`src/sv/snxc_pkg.sv`:
```
// types, constants and the hex digit table for the sentence receiver
// no dependencies; used by every module of the block by scoped names
package snxc_pkg;

    localparam logic [7:0] CHAR_DOLLAR = 8'h24;
    localparam logic [7:0] CHAR_STAR   = 8'h2A;
    localparam logic [7:0] CHAR_LF     = 8'h0A;

    localparam logic [2:0] ST_OK        = 3'd0;
    localparam logic [2:0] ST_MISMATCH  = 3'd1;
    localparam logic [2:0] ST_NO_HEADER = 3'd2;
    localparam logic [2:0] ST_TOO_LONG  = 3'd3;
    localparam logic [2:0] ST_LINK      = 3'd4;

    localparam int QUEUE_DEPTH = 4;
    localparam int QUEUE_AW    = $clog2(QUEUE_DEPTH);

    typedef enum logic [5:0] {
        PH_HUNT  = 6'b000001,
        PH_BODY  = 6'b000010,
        PH_HEX1  = 6'b000100,
        PH_HEX2  = 6'b001000,
        PH_TAIL1 = 6'b010000,
        PH_TAIL2 = 6'b100000
    } phase_t;

    typedef struct packed {
        logic [7:0] rx_byte;
        logic       link_error;
    } in_beat_t;

    typedef struct packed {
        logic [7:0] data_byte;
        logic       is_data;
        logic       frame_end;
        logic [2:0] status;
        logic [7:0] frame_length;
    } out_beat_t;

    typedef struct packed {
        logic      push;
        out_beat_t item;
    } push_t;

    // uppercase ascii hex digit for one nibble
    function automatic logic [7:0] hex_char(input logic [3:0] nib);
        logic [7:0] c;
        case (nib)
            4'h0: c = 8'h30;
            4'h1: c = 8'h31;
            4'h2: c = 8'h32;
            4'h3: c = 8'h33;
            4'h4: c = 8'h34;
            4'h5: c = 8'h35;
            4'h6: c = 8'h36;
            4'h7: c = 8'h37;
            4'h8: c = 8'h38;
            4'h9: c = 8'h39;
            4'hA: c = 8'h41;
            4'hB: c = 8'h42;
            4'hC: c = 8'h43;
            4'hD: c = 8'h44;
            4'hE: c = 8'h45;
            default: c = 8'h46;
        endcase
        return c;
    endfunction

endpackage

```
`src/sv/snxc_front.sv`:
```
// front end: takes received beats, tracks the sentence phase and checksum,
// and produces result beats; depends on snxc_pkg
module snxc_front #(
    parameter int MAX_CHARS = 255
) (
    input  logic               aclk,
    input  logic               aresetn,
    input  logic               cfg_wr_en,
    input  logic               cfg_wr_data,
    input  logic               accept,
    input  snxc_pkg::in_beat_t beat,
    output snxc_pkg::push_t    push_out
);

    localparam logic [7:0] MAX_LIM = 8'(MAX_CHARS);

    logic             mode_reg, mode_next;
    snxc_pkg::phase_t phase_reg, phase_next;
    logic [7:0]       count_reg, count_next;
    logic [7:0]       xor_reg, xor_next;
    logic [7:0]       hex_reg, hex_next;
    logic             mism_reg, mism_next;
    logic [7:0]       cnt_inc;
    logic [7:0]       xor_upd;
    snxc_pkg::phase_t start_phase;

    always_comb begin
        mode_next   = mode_reg;
        phase_next  = phase_reg;
        count_next  = count_reg;
        xor_next    = xor_reg;
        hex_next    = hex_reg;
        mism_next   = mism_reg;
        push_out    = '0;
        cnt_inc     = count_reg + 8'd1;
        xor_upd     = xor_reg ^ beat.rx_byte;
        start_phase = mode_reg ? snxc_pkg::PH_BODY : snxc_pkg::PH_HUNT;

        if (accept) begin
            if (beat.link_error) begin
                push_out.push           = 1'b1;
                push_out.item.frame_end = 1'b1;
                push_out.item.status    = snxc_pkg::ST_LINK;
                phase_next = start_phase;
                count_next = '0;
                xor_next   = '0;
                hex_next   = '0;
                mism_next  = 1'b0;
            end else begin
                case (phase_reg)
                    snxc_pkg::PH_HUNT: begin
                        if (beat.rx_byte == snxc_pkg::CHAR_DOLLAR) begin
                            phase_next = snxc_pkg::PH_BODY;
                            count_next = '0;
                            xor_next   = '0;
                        end else if (cnt_inc >= MAX_LIM) begin
                            push_out.push           = 1'b1;
                            push_out.item.frame_end = 1'b1;
                            push_out.item.status    = snxc_pkg::ST_NO_HEADER;
                            phase_next = start_phase;
                            count_next = '0;
                            xor_next   = '0;
                            hex_next   = '0;
                            mism_next  = 1'b0;
                        end else begin
                            count_next = cnt_inc;
                        end
                    end
                    snxc_pkg::PH_BODY: begin
                        if (!mode_reg && beat.rx_byte == snxc_pkg::CHAR_STAR) begin
                            phase_next = snxc_pkg::PH_HEX1;
                        end else begin
                            push_out.push           = 1'b1;
                            push_out.item.data_byte = beat.rx_byte;
                            push_out.item.is_data   = 1'b1;
                            count_next = cnt_inc;
                            xor_next   = xor_upd;
                            if (mode_reg && beat.rx_byte == snxc_pkg::CHAR_LF) begin
                                push_out.item.frame_end    = 1'b1;
                                push_out.item.status       = snxc_pkg::ST_OK;
                                push_out.item.frame_length = cnt_inc;
                                phase_next = start_phase;
                                count_next = '0;
                                xor_next   = '0;
                                hex_next   = '0;
                                mism_next  = 1'b0;
                            end else if (cnt_inc >= MAX_LIM) begin
                                push_out.item.frame_end = 1'b1;
                                push_out.item.status    = snxc_pkg::ST_TOO_LONG;
                                phase_next = start_phase;
                                count_next = '0;
                                xor_next   = '0;
                                hex_next   = '0;
                                mism_next  = 1'b0;
                            end
                        end
                    end
                    snxc_pkg::PH_HEX1: begin
                        hex_next   = beat.rx_byte;
                        phase_next = snxc_pkg::PH_HEX2;
                    end
                    snxc_pkg::PH_HEX2: begin
                        mism_next  = !(hex_reg == snxc_pkg::hex_char(xor_reg[7:4])
                                       && beat.rx_byte == snxc_pkg::hex_char(xor_reg[3:0]));
                        phase_next = snxc_pkg::PH_TAIL1;
                    end
                    snxc_pkg::PH_TAIL1: begin
                        phase_next = snxc_pkg::PH_TAIL2;
                    end
                    default: begin
                        push_out.push           = 1'b1;
                        push_out.item.frame_end = 1'b1;
                        push_out.item.status    = mism_reg ? snxc_pkg::ST_MISMATCH
                                                           : snxc_pkg::ST_OK;
                        push_out.item.frame_length = mism_reg ? 8'd0 : count_reg;
                        phase_next = start_phase;
                        count_next = '0;
                        xor_next   = '0;
                        hex_next   = '0;
                        mism_next  = 1'b0;
                    end
                endcase
            end
        end

        // mode write drops the frame in progress
        if (cfg_wr_en) begin
            mode_next  = cfg_wr_data;
            phase_next = cfg_wr_data ? snxc_pkg::PH_BODY : snxc_pkg::PH_HUNT;
            count_next = '0;
            xor_next   = '0;
            hex_next   = '0;
            mism_next  = 1'b0;
        end
    end

    always_ff @(posedge aclk) begin
        if (!aresetn) begin
            mode_reg  <= 1'b0;
            phase_reg <= snxc_pkg::PH_HUNT;
            count_reg <= '0;
            xor_reg   <= '0;
            hex_reg   <= '0;
            mism_reg  <= 1'b0;
        end else begin
            mode_reg  <= mode_next;
            phase_reg <= phase_next;
            count_reg <= count_next;
            xor_reg   <= xor_next;
            hex_reg   <= hex_next;
            mism_reg  <= mism_next;
        end
    end

endmodule

```
`src/sv/snxc_queue.sv`:
```
// result queue and output side: holds result beats from the front end
// until the downstream side takes them; depends on snxc_pkg
module snxc_queue (
    input  logic                aclk,
    input  logic                aresetn,
    input  snxc_pkg::push_t     push_in,
    output logic                full,
    output logic                m_valid,
    input  logic                m_ready,
    output snxc_pkg::out_beat_t m_data
);

    localparam logic [snxc_pkg::QUEUE_AW:0] DEPTH_CNT =
        (snxc_pkg::QUEUE_AW + 1)'(snxc_pkg::QUEUE_DEPTH);

    snxc_pkg::out_beat_t           mem_reg [snxc_pkg::QUEUE_DEPTH];
    logic [snxc_pkg::QUEUE_AW-1:0] wr_ptr_reg, wr_ptr_next;
    logic [snxc_pkg::QUEUE_AW-1:0] rd_ptr_reg, rd_ptr_next;
    logic [snxc_pkg::QUEUE_AW:0]   cnt_reg, cnt_next;
    logic                          do_pop;

    assign full    = (cnt_reg == DEPTH_CNT);
    assign m_valid = (cnt_reg != '0);
    assign m_data  = mem_reg[rd_ptr_reg];
    assign do_pop  = m_valid && m_ready;

    always_comb begin
        wr_ptr_next = wr_ptr_reg;
        rd_ptr_next = rd_ptr_reg;
        cnt_next    = cnt_reg;
        if (push_in.push) begin
            wr_ptr_next = wr_ptr_reg + 1'b1;
        end
        if (do_pop) begin
            rd_ptr_next = rd_ptr_reg + 1'b1;
        end
        case ({push_in.push, do_pop})
            2'b10:   cnt_next = cnt_reg + 1'b1;
            2'b01:   cnt_next = cnt_reg - 1'b1;
            default: cnt_next = cnt_reg;
        endcase
    end

    always_ff @(posedge aclk) begin
        if (push_in.push) begin
            mem_reg[wr_ptr_reg] <= push_in.item;
        end
    end

    always_ff @(posedge aclk) begin
        if (!aresetn) begin
            wr_ptr_reg <= '0;
            rd_ptr_reg <= '0;
            cnt_reg    <= '0;
        end else begin
            wr_ptr_reg <= wr_ptr_next;
            rd_ptr_reg <= rd_ptr_next;
            cnt_reg    <= cnt_next;
        end
    end

endmodule

```
`src/sv/sentence_receiver_xor_check.sv`:
```
// top level of the sentence receiver with xor checksum
// depends on snxc_pkg, snxc_front and snxc_queue
//
// Takes one received character per beat on s_ and cuts the stream into frames: in mode 0
// '$'..'*' sentences checked against two uppercase hex digits, in mode 1 lines ended by LF.
// Each payload character comes out as one m_ beat; frame ends carry status and length.
// One character is accepted every clock cycle while the four-entry result queue has room;
// each result is registered in that queue before it appears on m_. Writing cfg_wr_data
// with cfg_wr_en restarts the receiver in the chosen mode and must be done while idle.
module sentence_receiver_xor_check #(
    parameter int MAX_CHARS = 255
) (
    input  logic                aclk,
    input  logic                aresetn,
    input  logic                cfg_wr_en,
    input  logic                cfg_wr_data,
    input  logic                s_valid,
    output logic                s_ready,
    input  snxc_pkg::in_beat_t  s_data,
    output logic                m_valid,
    input  logic                m_ready,
    output snxc_pkg::out_beat_t m_data
);

    snxc_pkg::push_t push;
    logic            q_full;
    logic            accept;

    assign s_ready = !q_full;
    assign accept  = s_valid && s_ready;

    snxc_front #(
        .MAX_CHARS(MAX_CHARS)
    ) u_front (
        .aclk       (aclk),
        .aresetn    (aresetn),
        .cfg_wr_en  (cfg_wr_en),
        .cfg_wr_data(cfg_wr_data),
        .accept     (accept),
        .beat       (s_data),
        .push_out   (push)
    );

    snxc_queue u_queue (
        .aclk   (aclk),
        .aresetn(aresetn),
        .push_in(push),
        .full   (q_full),
        .m_valid(m_valid),
        .m_ready(m_ready),
        .m_data (m_data)
    );

endmodule

```
`config.mk`:
```
export PLATFORM = sky130hd
export DESIGN_NAME = sentence_receiver_xor_check
export DESIGN_NICKNAME = d
export VERILOG_FILES = /design/src/sv/snxc_pkg.sv /design/src/sv/snxc_front.sv /design/src/sv/snxc_queue.sv /design/src/sv/sentence_receiver_xor_check.sv
export SDC_FILE = /design/constraint.sdc
export NUM_CORES = 1
export LEC_CHECK = 0
export BUFFER_PORTS_ARGS = -buffer_cell sky130_fd_sc_hd__buf_2
export CORE_MARGIN = 5
export CORE_UTILIZATION = 30
export DETAILED_ROUTE_END_ITERATION = 7
export PLACE_DENSITY = 0.46
export SLEW_MARGIN = 10
export SYNTH_ARGS = -nofsm -noshare
export SYNTH_HDL_FRONTEND = slang
export SYNTH_SLANG_ARGS = --single-unit
```
`constraint.sdc`:
```
create_clock -name aclk -period 3.9 [get_ports aclk]
set_input_delay 0.975 -clock aclk [delete_from_list [all_inputs] [get_ports aclk]]
set_output_delay 0.975 -clock aclk [all_outputs]
set_load 0.02 [all_outputs]
```
==> run summary, run 1 <==
The count of buffers from port buffering is 37. The post-detailed-routing wire length came out at 14690 um. Across the run, the number of max-cap violations was 0. The final estimated routing congestion in global placement came out at 0.8854. The count of flip-flops with a built-in enable after synthesis came out at 84. From left edge to right edge, the die measures 154.0 um. The number of iterations in the first detailed-routing pass is 8. The netlist area before placement is 6223 um^2. The synthesis-stage register bit count came out at 137. The share of total power dissipated in the clock network is 0.378. The worst endpoint data arrival time came out at 3.91 ns. The placement-stage worst setup slack is -0.08179 ns.

After clock tree synthesis, the clock-pin slew on the worst setup and hold paths is 0.06 ns. Between clock sinks in the finished design, the worst skew comes to 0.01077 ns. The total count of hold-check failures in the final report came to 0. The flow ran to the end, and the final reports show no timing, DRC or antenna violations. The finished cells cover 7412 um^2. The signal on the critical path passes through ha_1 -> nand3_2 -> or3_1 -> a2111oi_4 -> nor3_1 -> or2_4 -> a221oi_2 -> nor2_1 -> inv_1 -> ha_1 -> inv_1 -> mux2i_1 -> mux2i_1. TritonCTS built the clock tree.

Total power for the finished layout comes to 4075 uW. The share of cells above drive strength 1 came out at 0.2268. The initial antenna violation count came out at 0. The total number of clock tree sinks is 137. The number of nets with antenna violations after detailed routing is 0.

The library cell used most frequently in the layout, excluding fill and tap cells, is sky130_fd_sc_hd__edfxtp_1. The H-tree generated during clock tree synthesis spans 4 levels. The clock latency on the worst-skew pair is 0.42 ns. The post-synthesis to final-layout area growth came out at 19.10%. The overall die area is 23730 um^2. The core region is 20300 um^2. The estimated wirelength of the detail-placed design is 10190 um. The detailed router finished its first iteration with 253 violations.

The effective utilization at floorplan is 0.3066. The share of flip-flops with an asynchronous set or reset after synthesis is 0. Synthesis handed over a netlist of 508 instances. The worst hold path belongs to the class register to register. The slowest stage of the critical path is the sky130_fd_sc_hd__a2111oi_4 cell. The most instantiated flip-flop cell in the synthesis netlist is sky130_fd_sc_hd__edfxtp_1. In the layout the commonest cells are sky130_fd_sc_hd__edfxtp_1, sky130_fd_sc_hd__dfxtp_1, sky130_fd_sc_hd__nor2_1. Summing all multi-input logic gate instances after layout gives 2425 um^2.

The internal portion of total power is 2879 uW. The combinational power share is 0.214. The power share of the sequential group is 0.408. The total number of nets in the final design is 596. In this run the static leakage power is 0.002567 uW. The placed standard-cell area came out at 6847 um^2.

In the routed design, unresolved DRC markers number 0. The number of top-level design ports is 38. The via count normalized by instance count came out at 4.965. The maximum achievable frequency is 280.0 MHz. The chip height came out at 154.0 um. The post-cts resize count is 0.

Hold repair after CTS inserted 0 buffers. In this run the tightest slew margin relative to its limit is 0.4619. The minimum clock period after layout is 3.571 ns.

The post-synthesis net count came out at 535. The area used by sequential logic in the layout came out at 3583 um^2. The number of global-route vias before repair is 4292.

The average instance area after synthesis came out at 12.25 um^2. For the pin with the worst max-slew slack, the measured transition is 0.8011 ns. The mean routed wirelength per cell is 17.25 um. The count of standard-cell rows came out at 52. The class of the most critical setup path is register to register. The power dissipated by switching net loads is 1197 uW. Counting along the longest clock path gives a buffer depth of 2. The repair_antennas step left the layout with diodes totalling 0. The pin count of the biggest net entering global routing came out at 25. The max-slew violation count came out at 0. The first-pass GRT wire length is 23630 um. The final worst slack came out at 0.3288 ns.

The number of failing setup endpoints in the final timing report is 0. The power per standard cell area is 549.8 nW/um^2. On the worst path, the slowest cell contributes a delay of 0.63 ns. Setup repair after global routing left no endpoint under its margin.

The endpoint required time on the critical path came out at 4.24 ns. In this run the clock root is driven by a sky130_fd_sc_hd__clkbuf_16. Counting the fill cells in the layout gives 2017. The proportion of synthesized chip area in sequential cells came out at 0.5758. The synthesis warning total is 0. The fraction of power spent switching nets is 0.2937. For this run, the total global-route usage over all layers was measured as 0.1276. The via count of the routed design is 4230.

The largest vdd supply drop is 0.2959 mV. The post-route setup TNS came out at 0 ns. The number of distinct library cells after synthesis came out at 58.

The count of buffers added by post-CTS timing repair for setup is 0. The overflow left after global routing is 0. The type of origin of the critical path is a register.

The number of clock buffers inserted by TritonCTS is 17. Dividing the final minimum period by the clock period gives 0.9157. The maximum net fanout on the critical path came out at 8. The element type at the critical path end is a register.
-- synth_stat cells (2+ instances only) --
cell                       count  area share
sky130_fd_sc_hd__nor3b_1       5      0.0060
sky130_fd_sc_hd__a221o_1       2      0.0032
sky130_fd_sc_hd__buf_4         2      0.0024
sky130_fd_sc_hd__nor3_2        2      0.0032
sky130_fd_sc_hd__a31oi_1       3      0.0030
sky130_fd_sc_hd__inv_1        26       0.016
sky130_fd_sc_hd__buf_6         2      0.0036
sky130_fd_sc_hd__nor4bb_1      2      0.0032
sky130_fd_sc_hd__or2_2         2      0.0020
sky130_fd_sc_hd__nor3_1       12      0.0097
sky130_fd_sc_hd__or3_1         5      0.0050
sky130_fd_sc_hd__o21ai_0      14       0.011
sky130_fd_sc_hd__edfxtp_1     84        0.41
sky130_fd_sc_hd__mux2i_1       7       0.011
sky130_fd_sc_hd__a211oi_1      2      0.0024
sky130_fd_sc_hd__xnor2_1      17       0.024
sky130_fd_sc_hd__ha_1         11       0.022
sky130_fd_sc_hd__a21oi_1      29       0.023
sky130_fd_sc_hd__nor4_1        5      0.0050
sky130_fd_sc_hd__nand3_1      10      0.0080
sky130_fd_sc_hd__and2_1       18       0.018
sky130_fd_sc_hd__nand2_1      28       0.017
sky130_fd_sc_hd__dfxtp_1      53        0.17
sky130_fd_sc_hd__a21o_1        4      0.0048
sky130_fd_sc_hd__and3_1        4      0.0040
sky130_fd_sc_hd__buf_1         3      0.0018
sky130_fd_sc_hd__a22oi_1      17       0.021
sky130_fd_sc_hd__buf_2         4      0.0032
sky130_fd_sc_hd__nor2_1       46       0.028
sky130_fd_sc_hd__a21boi_0      5      0.0060
sky130_fd_sc_hd__o31ai_1       3      0.0036
sky130_fd_sc_hd__clkbuf_1     13      0.0078
sky130_fd_sc_hd__xor2_1        5      0.0070
sky130_fd_sc_hd__nor2b_1       6      0.0060
sky130_fd_sc_hd__nand2b_1      5      0.0050
sky130_fd_sc_hd__nand4_1       6      0.0060
sky130_fd_sc_hd__a311oi_1      4      0.0056
sky130_fd_sc_hd__a221oi_2      2      0.0048
sky130_fd_sc_hd__mux4_2       21       0.076
-- power groups by stage --
| stage | registers (uW) | logic [uW] | clock network (uW) |
|---|---|---|---|
| 2_1_floorplan | 1690 | 617 | 0 |
| 3_3_place_gp | 1690 | 893 | 0 |
| 3_5_place_dp | 1700 | 897 | 0 |
| 4_1_cts | 1670 | 899 | 1580 |
| 5_1_grt | 1670 | 961 | 1650 |
| 6_report | 1660 | 871 | 1540 |
-- cell families (layout without fill, tap and decap cells) --
group                    Yosys count  after routing  synth area share
buffers and inverters             50            124           0.03458
XOR/XNOR                          22             22           0.03096
multiplexers                      28             28           0.08725
flip-flops                       137            137            0.5758
adder cells (fa/ha/maj)           12             12           0.02533
AND/OR/NAND/NOR                  164            164            0.1391
AO/OA/AOI/OAI                     95             95            0.1070
-- critical path: cells and delay by family (launching register included) --
family	cells	cell delay (ns)
simple gates	5	1.29
compound gates	2	0.97
fa+ha+maj	2	0.46
flops	1	0.44
mux	2	0.21
buf+inv	2	0.13
-- worst paths after layout --
kind                   startpoint                  to  slack [ns]  cells after the start
max          u_front.count_reg[0]            register        0.33                     13
min            u_front.hex_reg[7]  u_front.hex_reg[7]        0.51                      2
max reg2reg  u_front.count_reg[0]            register        0.33                     13
min reg2reg    u_front.hex_reg[7]  u_front.hex_reg[7]        0.51                      2
-- area by class of cell --
cell class | instances | share of cell area
flip-flops and latches | 137 | 0.4835
multi-input cells | 321 | 0.3271
clock buffers | 17 | 0.05739
repair buffers | 66 | 0.05436
well taps | 270 | 0.04558
clock inverters | 15 | 0.01891
inverters | 26 | 0.01317
-- layer usage --
| metal | vias up | GRT usage | part of all wire |
|---|---|---|---|
| met1 | 2105 | 0.1674 | 0.46 |
| met2 | 95 | 0.2072 | 0.48 |
| met4 | 0 | 0.03532 | 0.0081 |
| met5 | - | 0 | 0 |
| met3 | 14 | 0.03598 | 0.046 |
| li1 | 2016 | - | - |
-- per-stage QoR --
step	util	hold slack (ns)	instances
floorplan	-	0.4669	508
global placement	0.3373	0.4887	820
detailed placement	0.3373	0.4978	820
CTS	0.3651	0.5081	852
global route	0.3651	0.5516	852
finish	0.3651	0.5082	852
Power figures use the tool's default switching activity.
==> inputs of run 2 (changes only) <==
- SYNTH_HIERARCHICAL: unset -> 1
==> run 2 against run 1 <==
Effect of this change:
- global-route usage is 0.33 points lower
- largest power group unchanged
- cell count is 1.2% higher
- wire length is 2.5% lower
- synthesized cell count is 0.79% higher
- sequential power hardly changed
- combinational power is 1% higher
- non-clock buffer count is 7 lower
- via count is 1.6% lower
- highest routed layer unchanged
==> run summary, run 2 <==
The total number of nets in the final design came out at 601 (+0.84%). The count of standard-cell rows came out at 53 (+1.9%). In the layout the commonest cells are sky130_fd_sc_hd__edfxtp_1, sky130_fd_sc_hd__dfxtp_1, sky130_fd_sc_hd__nand2_1. The clock-pin slew on the worst setup and hold paths came out at 0.06 ns (about the same). The antenna diode count came out at 0 (unchanged). The largest total area in the synthesized netlist belongs to sky130_fd_sc_hd__edfxtp_1. The number of global-route vias before repair came out at 4168 (-2.9%). The share of cells above drive strength 1 came out at 0.2215 (-0.005339). The post-cts resize count is 0 (unchanged). The minimum clock period after layout is 3.595 ns (+0.02330 ns). The H-tree depth came out at 4 (unchanged). The actual transition at the worst max-transition pin was 0.6709 ns (-0.1301 ns).

The commonest cells after synthesis are sky130_fd_sc_hd__edfxtp_1, sky130_fd_sc_hd__dfxtp_1, sky130_fd_sc_hd__nand2_1. The area of the multi-input gates is 2565 um^2 (+5.8%). The synthesis-stage register bit count is 137 (unchanged). The number of failing setup endpoints in the final timing report came out at 0 (unchanged).

The type of origin of the critical path is a register. By area the synthesized netlist is led by sky130_fd_sc_hd__edfxtp_1, sky130_fd_sc_hd__dfxtp_1, sky130_fd_sc_hd__mux4_2. The via count of the routed design came out at 4161 (-1.6%). The total number of clock tree sinks came out at 137 (unchanged). The number of top-level design ports is 38 (unchanged). The number of iterations in the first detailed-routing pass was 4 (-4).

The class of the most critical setup path is register to register. The final estimated routing congestion in global placement is 0.8245 (-6.9%). The worst endpoint data arrival time is 3.93 ns (+0.02 ns). The total count of hold-check failures in the final report came out at 0 (unchanged). The worst setup path is captured at a register.

For this run, the leading register cell type out of synthesis is sky130_fd_sc_hd__edfxtp_1. The maximum net fanout on the critical path came to 8 (unchanged). The DRC violation count after routing is 0 (unchanged). The proportion of synthesized chip area in sequential cells is 0.5668 (-0.009002).

The summed area of non-filler cells in the final layout came to 7537 um^2 (+1.7%). The largest buffer count on any clock path was 2 (unchanged). The area used by sequential logic in the layout came to 3583 um^2 (unchanged). The effective utilization at floorplan came out at 0.3027 (-0.003917). The number of nets with antenna violations after detailed routing came out at 0 (unchanged).

The filler cell count is 2060 (+2.1%). In this run the worst hold path is classified as register to register. The count of flip-flops with a built-in enable after synthesis is 84 (unchanged).

The clock latency on the worst-skew pair came out at 0.42 ns (about the same). The share of the cycle needed by the critical path after routing is 0.9217 (+0.005974). The netlist area before placement came out at 6322 um^2 (+1.6%). The leakage dissipation came out at 0.002637 uW (+2.7%).

The proportion of netlist area held by the largest area contributor is 0.3990 (-0.006337). The largest vdd supply drop is 0.3202 mV (+8.2%). The average instance area after synthesis is 12.35 um^2 (+0.79%). The maximum achievable frequency came out at 278.2 MHz (-0.65%). The via count normalized by instance count is 4.827 (-2.8%). The initial antenna violation count is 0 (unchanged). The number of distinct library cells after synthesis is 67 (+16%). The library cell used most frequently in the layout, excluding fill and tap cells, is sky130_fd_sc_hd__edfxtp_1.

Setup repair after global routing left no endpoint under its margin. The pin count of the biggest net entering global routing is 22 (-12%). The count of buffers from port buffering came out at 37 (unchanged). The final worst slack came out at 0.3055 ns (-0.02330 ns). The horizontal extent of the die was 155.2 um (+0.74%). The remaining max-slew budget at the tightest pin came out at 0.5494 (+0.08750). The root buffer cell chosen for the clock tree is sky130_fd_sc_hd__clkbuf_16. The estimated wirelength of the detail-placed design is 10050 um (-1.4%). The TritonCTS clock tree is yes. The number of clock buffers inserted by TritonCTS came out at 17 (unchanged).

The DRC violation total after the first TritonRoute iteration came out at 243 (-4.0%). The final core area utilization came to 0.3608 (-0.004311). The run finished with clean final reports. The placed standard-cell area is 6977 um^2 (+1.9%). The overall die area came out at 24080 um^2 (+1.5%).

The synthesis warning total is 6 (+6). The share of flip-flops with an asynchronous set or reset after synthesis is 0 (unchanged). The post-synthesis net count is 539 (+0.75%). The max-slew violation count was 0 (unchanged). The chip height is 155.2 um (+0.74%).

The standard cell core area is 20890 um^2 (+2.9%). Among all cell types in the netlist, the one instantiated most often is sky130_fd_sc_hd__edfxtp_1. The placement-stage worst setup slack is -0.03663 ns (+0.04516 ns).

The power per standard cell area is 540.7 nW/um^2 (-1.7%). The worst setup skew after layout is 0.01296 ns (+0.002192 ns). The post-synthesis to final-layout area growth came to 19.22% (about the same). The mean routed wirelength per cell came to 16.62 um (-3.6%). The post-synthesis instance total came out at 512 (+0.79%).

The endpoint required time on the critical path is 4.24 ns (about the same). The post-detailed-routing wire length is 14330 um (-2.5%). The overflow left after global routing came to 0 (unchanged). The count of buffers added by post-CTS timing repair for setup was 0 (unchanged). The first-pass GRT wire length came out at 23140 um (-2.1%). The number of max-cap violations came out at 0 (unchanged). The total routing usage reported by global routing came to 0.1243 (-0.003259). The number of buffers added to fix hold violations after cts came out at 0 (unchanged).
-- run 2: cells by family after synthesis --
logic type | count (synthesis) | synth area share
buffers and inverters | 39 | 0.02790
adders and majority gates | 12 | 0.02494
AOI/OAI and AO/OA | 95 | 0.1096
muxes | 29 | 0.08807
DFF | 137 | 0.5668
xor gates and xnor gates | 20 | 0.02889
and+or+nand+nor | 180 | 0.1538
-- run 2: worst paths after layout --
path	startpoint	to	slack (ns)	depth (start not counted)
worst min register to register	u_front/hex_reg[3]	u_front/hex_reg[3]	0.53	2
worst min-delay path	u_front/hex_reg[3]	u_front/hex_reg[3]	0.53	2
worst max register to register	u_front/count_reg[1]	u_queue/cnt_reg[2]	0.31	15
worst max-delay path	u_front/count_reg[1]	u_queue/cnt_reg[2]	0.31	15
-- run 2: layer usage --
metal | track usage | vias to the layer above | wire length, um
met3 | 0.02837 | 2 | 484
met2 | 0.1984 | 77 | 6941
li1 | - | 2047 | -
met1 | 0.1678 | 2035 | 6886
met5 | 0 | - | 0
met4 | 0.04168 | 0 | 16
-- run 2: critical path: stages (launching register included) --
cell and delay [ns]:
sky130_fd_sc_hd__dfxtp_1 0.46, sky130_fd_sc_hd__ha_2 0.28, sky130_fd_sc_hd__nand3_1 0.13, sky130_fd_sc_hd__or2_1 0.27
sky130_fd_sc_hd__a221o_1 0.47, sky130_fd_sc_hd__or2_2 0.41, sky130_fd_sc_hd__o211ai_1 0.23, sky130_fd_sc_hd__nand2_1 0.10
sky130_fd_sc_hd__inv_1 0.08, sky130_fd_sc_hd__inv_1 0.05, sky130_fd_sc_hd__ha_1 0.22, sky130_fd_sc_hd__inv_1 0.07
sky130_fd_sc_hd__fa_1 0.17, sky130_fd_sc_hd__xor2_1 0.07, sky130_fd_sc_hd__or3_1 0.31, sky130_fd_sc_hd__a21boi_0 0.19
-- run 2: power by group --
part | switching, uW | internal (uW) | total (uW)
logic | 510 | 375 | 884
registers | 46.1 | 1640 | 1680
clock network | 672 | 836 | 1510
total | 1230 | 2850 | 4080
-- run 2: metrics by stage --
step	hold WS [ns]	instances	power, uW	setup TNS, ns
finish	0.5261	862	4075	0
global route	0.5387	862	4284	0
global placement	0.4944	830	2613	0
floorplan	0.4669	512	2345	0
CTS	0.5288	862	4151	0
detailed placement	0.5147	830	2623	-0.03663
-- run 2: final cells by class --
cell class | count | area share
Sequential cell | 137 | 0.4754
Multi-Input combinational cell | 336 | 0.3403
Clock buffer | 17 | 0.05644
Timing Repair Buffer | 59 | 0.05312
Tap cell | 275 | 0.04565
Clock inverter | 15 | 0.01760
Inverter | 23 | 0.01145
==> inputs of run 3 (changes only) <==
- PLACE_DENSITY: 0.46 -> 0.44
- clock period: 3.9 -> 4.6 ns (I/O delays scaled with it)
==> run 3 against run 2 <==
Effect of this change:
- via count up 1.4%
- register-to-register slack better by 0.60 ns
- clock-buffer cell count up 2
- combinational power down 18%
- first-iteration DRC count up 3.3%
- core utilization down 0.10 points
- sequential power down 14%
- sequential cell count unchanged
- cell area down 0.28%
- wire length up 1.6%
- hold slack worse by 0.015 ns
==> run summary, run 3 (synthesis results as in run 2) <==
The clock-pin slew on the worst setup and hold paths is 0.06 ns (about the same). The count of buffers from port buffering came out at 37 (unchanged). The post-cts resize count was 0 (unchanged). The post-route setup TNS is 0 ns (unchanged).

The worst reg2reg path depth was 15 (unchanged). The clock latency on the worst-skew pair was 0.42 ns (about the same). The number of placed instances, taps included is 821 (-1.1%). The pin count of the biggest net entering global routing came to 22 (unchanged). The endpoint required time on the critical path came out at 4.94 ns (+0.70 ns). The effective utilization at floorplan is 0.3027 (unchanged).

The leakage dissipation came out at 0.002641 uW (+0.13%). The power dissipated by switching net loads came out at 976.2 uW (-20%). The via count normalized by instance count came out at 4.947 (+2.5%). The number of top-level design ports came out at 38 (unchanged). In the finished design, the share of the clock period the worst path needs comes to 0.8134. The actual transition at the worst max-transition pin is 1.096 ns (+0.4251 ns). The critical path in this run is classified as input pin to register.

Leaving out fill and tap cells, the most frequent cell in the layout is sky130_fd_sc_hd__edfxtp_1. Setup repair after global routing left no endpoint under its margin. The number of nets with antenna violations after detailed routing came to 0 (unchanged). The total number of nets in the final design is 592 (-1.5%).

The power share of the sequential group is 0.391 (-0.022). The overall die area is 24080 um^2 (unchanged). The run finished with clean final reports. The total number of clock tree sinks is 137 (unchanged). The number of max-cap violations came to 0 (unchanged). The post-detailed-routing wire length was 14550 um (+1.6%). The worst hold slack came out at 0.5111 ns (-0.01495 ns). The maximum net fanout on the critical path came out at 7 (-1).

The share of cells above drive strength 1 came out at 0.2007 (-0.02077). The number of buffers added to fix hold violations after cts came out at 0 (unchanged). The total routing usage reported by global routing is 0.1239 (-0.0004345).

The worst endpoint data arrival time is 4.08 ns (+0.15 ns). The tightest min-delay check is of the register to register type. The count of buffers added by post-CTS timing repair for setup came out at 0 (unchanged). In the layout the commonest cells are sky130_fd_sc_hd__edfxtp_1, sky130_fd_sc_hd__dfxtp_1, sky130_fd_sc_hd__nand2_1. The combinational power share is 0.197 (-0.020).

The total count of hold-check failures in the final report came out at 0 (unchanged). TritonCTS built the clock tree. The number of clock buffers inserted by TritonCTS came out at 17 (unchanged). STA classifies the critical path startpoint as an input pin. STA classifies the critical path endpoint as a register. The fraction of power spent switching nets is 0.2652 (-0.03610). The H-tree depth is 4 (unchanged).

The first-pass GRT wire length is 23060 um (-0.33%). From synthesis to final layout, the design area changed by 18.88%. The number of failing setup endpoints in the final timing report was 0 (unchanged). The cell sitting at the root of the clock tree is a sky130_fd_sc_hd__clkbuf_16. The standard cell core area came out at 20890 um^2 (unchanged).

The initial antenna violation count is 0 (unchanged). The number of iterations in the first detailed-routing pass is 4 (unchanged). The max-slew violation count came out at 0 (unchanged). The largest vdd supply drop is 0.2527 mV (-21%). The minimum clock period after layout came out at 3.742 ns. The internal portion of total power is 2705 uW (-5.0%). The overflow left after global routing is 0 (unchanged). The number of global-route vias before repair came out at 4185 (+0.41%). The DRC violation count after routing came out at 0 (unchanged). The power per standard cell area came to 489.8 nW/um^2 (-9.4%). The final cell count without fillers came out at 853 (-1.0%). The largest buffer count on any clock path is 2 (unchanged). The remaining max-slew budget at the tightest pin is 0.2683 (-0.2810). The mean routed wirelength per cell came out at 17.06 um (+2.6%). The count of standard-cell rows is 53 (unchanged). The relative contribution of the clock network to total power came to 0.412 (+0.042). The chip height came out at 155.2 um (unchanged). The final estimated routing congestion in global placement was 0.8445 (+2.4%). The DRC violation total after the first TritonRoute iteration was 251 (+3.3%). The maximum achievable frequency is 267.3 MHz. The horizontal extent of the die is 155.2 um (unchanged). The via count of the routed design came to 4220 (+1.4%).

The worst setup skew after layout is 0.008693 ns (-0.004268 ns). The estimated wirelength of the detail-placed design is 10110 um (+0.57%). The antenna diode count was 0 (unchanged). The cell count of the worst hold path came out at 2 (unchanged).
## run 3: per-layer routing
metal / part of all wire / wire length [um] / vias to the layer above / GRT usage
li1: - / - / 2023 / -
met1: 0.48 / 6955 / 2109 / 0.1641
met2: 0.47 / 6779 / 68 / 0.2005
met3: 0.037 / 534 / 20 / 0.02726
met4: 0.019 / 282 / 0 / 0.04460
met5: 0 / 0 / - / 0
## run 3: stage by stage
stage	util	total power (uW)	cell area [um^2]	setup slack, ns
floorplan	-	1988	6322	0.7006
global placement	0.3284	2205	6859	0.5043
detailed placement	0.3284	2210	6859	0.4209
CTS	0.3598	3734	7516	0.8508
global route	0.3598	3852	7516	0.6389
finish	0.3598	3681	7516	0.8583
## run 3: worst paths after layout
path / startpoint / endpoint / slack [ns]
max: s_data[5] / u_queue/cnt_reg[2] / 0.86
min reg2reg: u_front/hex_reg[7] / u_front/hex_reg[7] / 0.51
min: u_front/hex_reg[7] / u_front/hex_reg[7] / 0.51
max reg2reg: u_front/count_reg[1] / u_queue/cnt_reg[2] / 0.91
## run 3: layout make-up
type | instances | area, um^2
tap | 275 | 344.1
sequential | 137 | 3583
clock buffer | 19 | 432.9
timing repair buffer | 50 | 282.8
fill | 2037 | 13370
clock inverter | 13 | 224.0
multi-input combinational | 336 | 2562
inverter | 23 | 86.33
## run 3: critical path, cell delays in order
cell                       delay (ns)
sky130_fd_sc_hd__buf_2           0.14
sky130_fd_sc_hd__or4_4           0.55
sky130_fd_sc_hd__or3b_2          0.50
sky130_fd_sc_hd__nand2_1         0.11
sky130_fd_sc_hd__o211ai_1        0.09
sky130_fd_sc_hd__nand2_1         0.10
sky130_fd_sc_hd__inv_1           0.12
sky130_fd_sc_hd__inv_1           0.08
sky130_fd_sc_hd__ha_1            0.17
sky130_fd_sc_hd__inv_1           0.06
sky130_fd_sc_hd__fa_1            0.37
sky130_fd_sc_hd__xor2_1          0.15
sky130_fd_sc_hd__or3_1           0.30
sky130_fd_sc_hd__a21boi_0        0.17
## run 3: power groups by stage
stage | registers, uW | clock network, uW | logic, uW
6_report | 1440 | 1520 | 726
3_5_place_dp | 1470 | 0 | 744
3_3_place_gp | 1460 | 0 | 742
5_1_grt | 1450 | 1610 | 794
2_1_floorplan | 1450 | 0 | 540
4_1_cts | 1440 | 1550 | 746
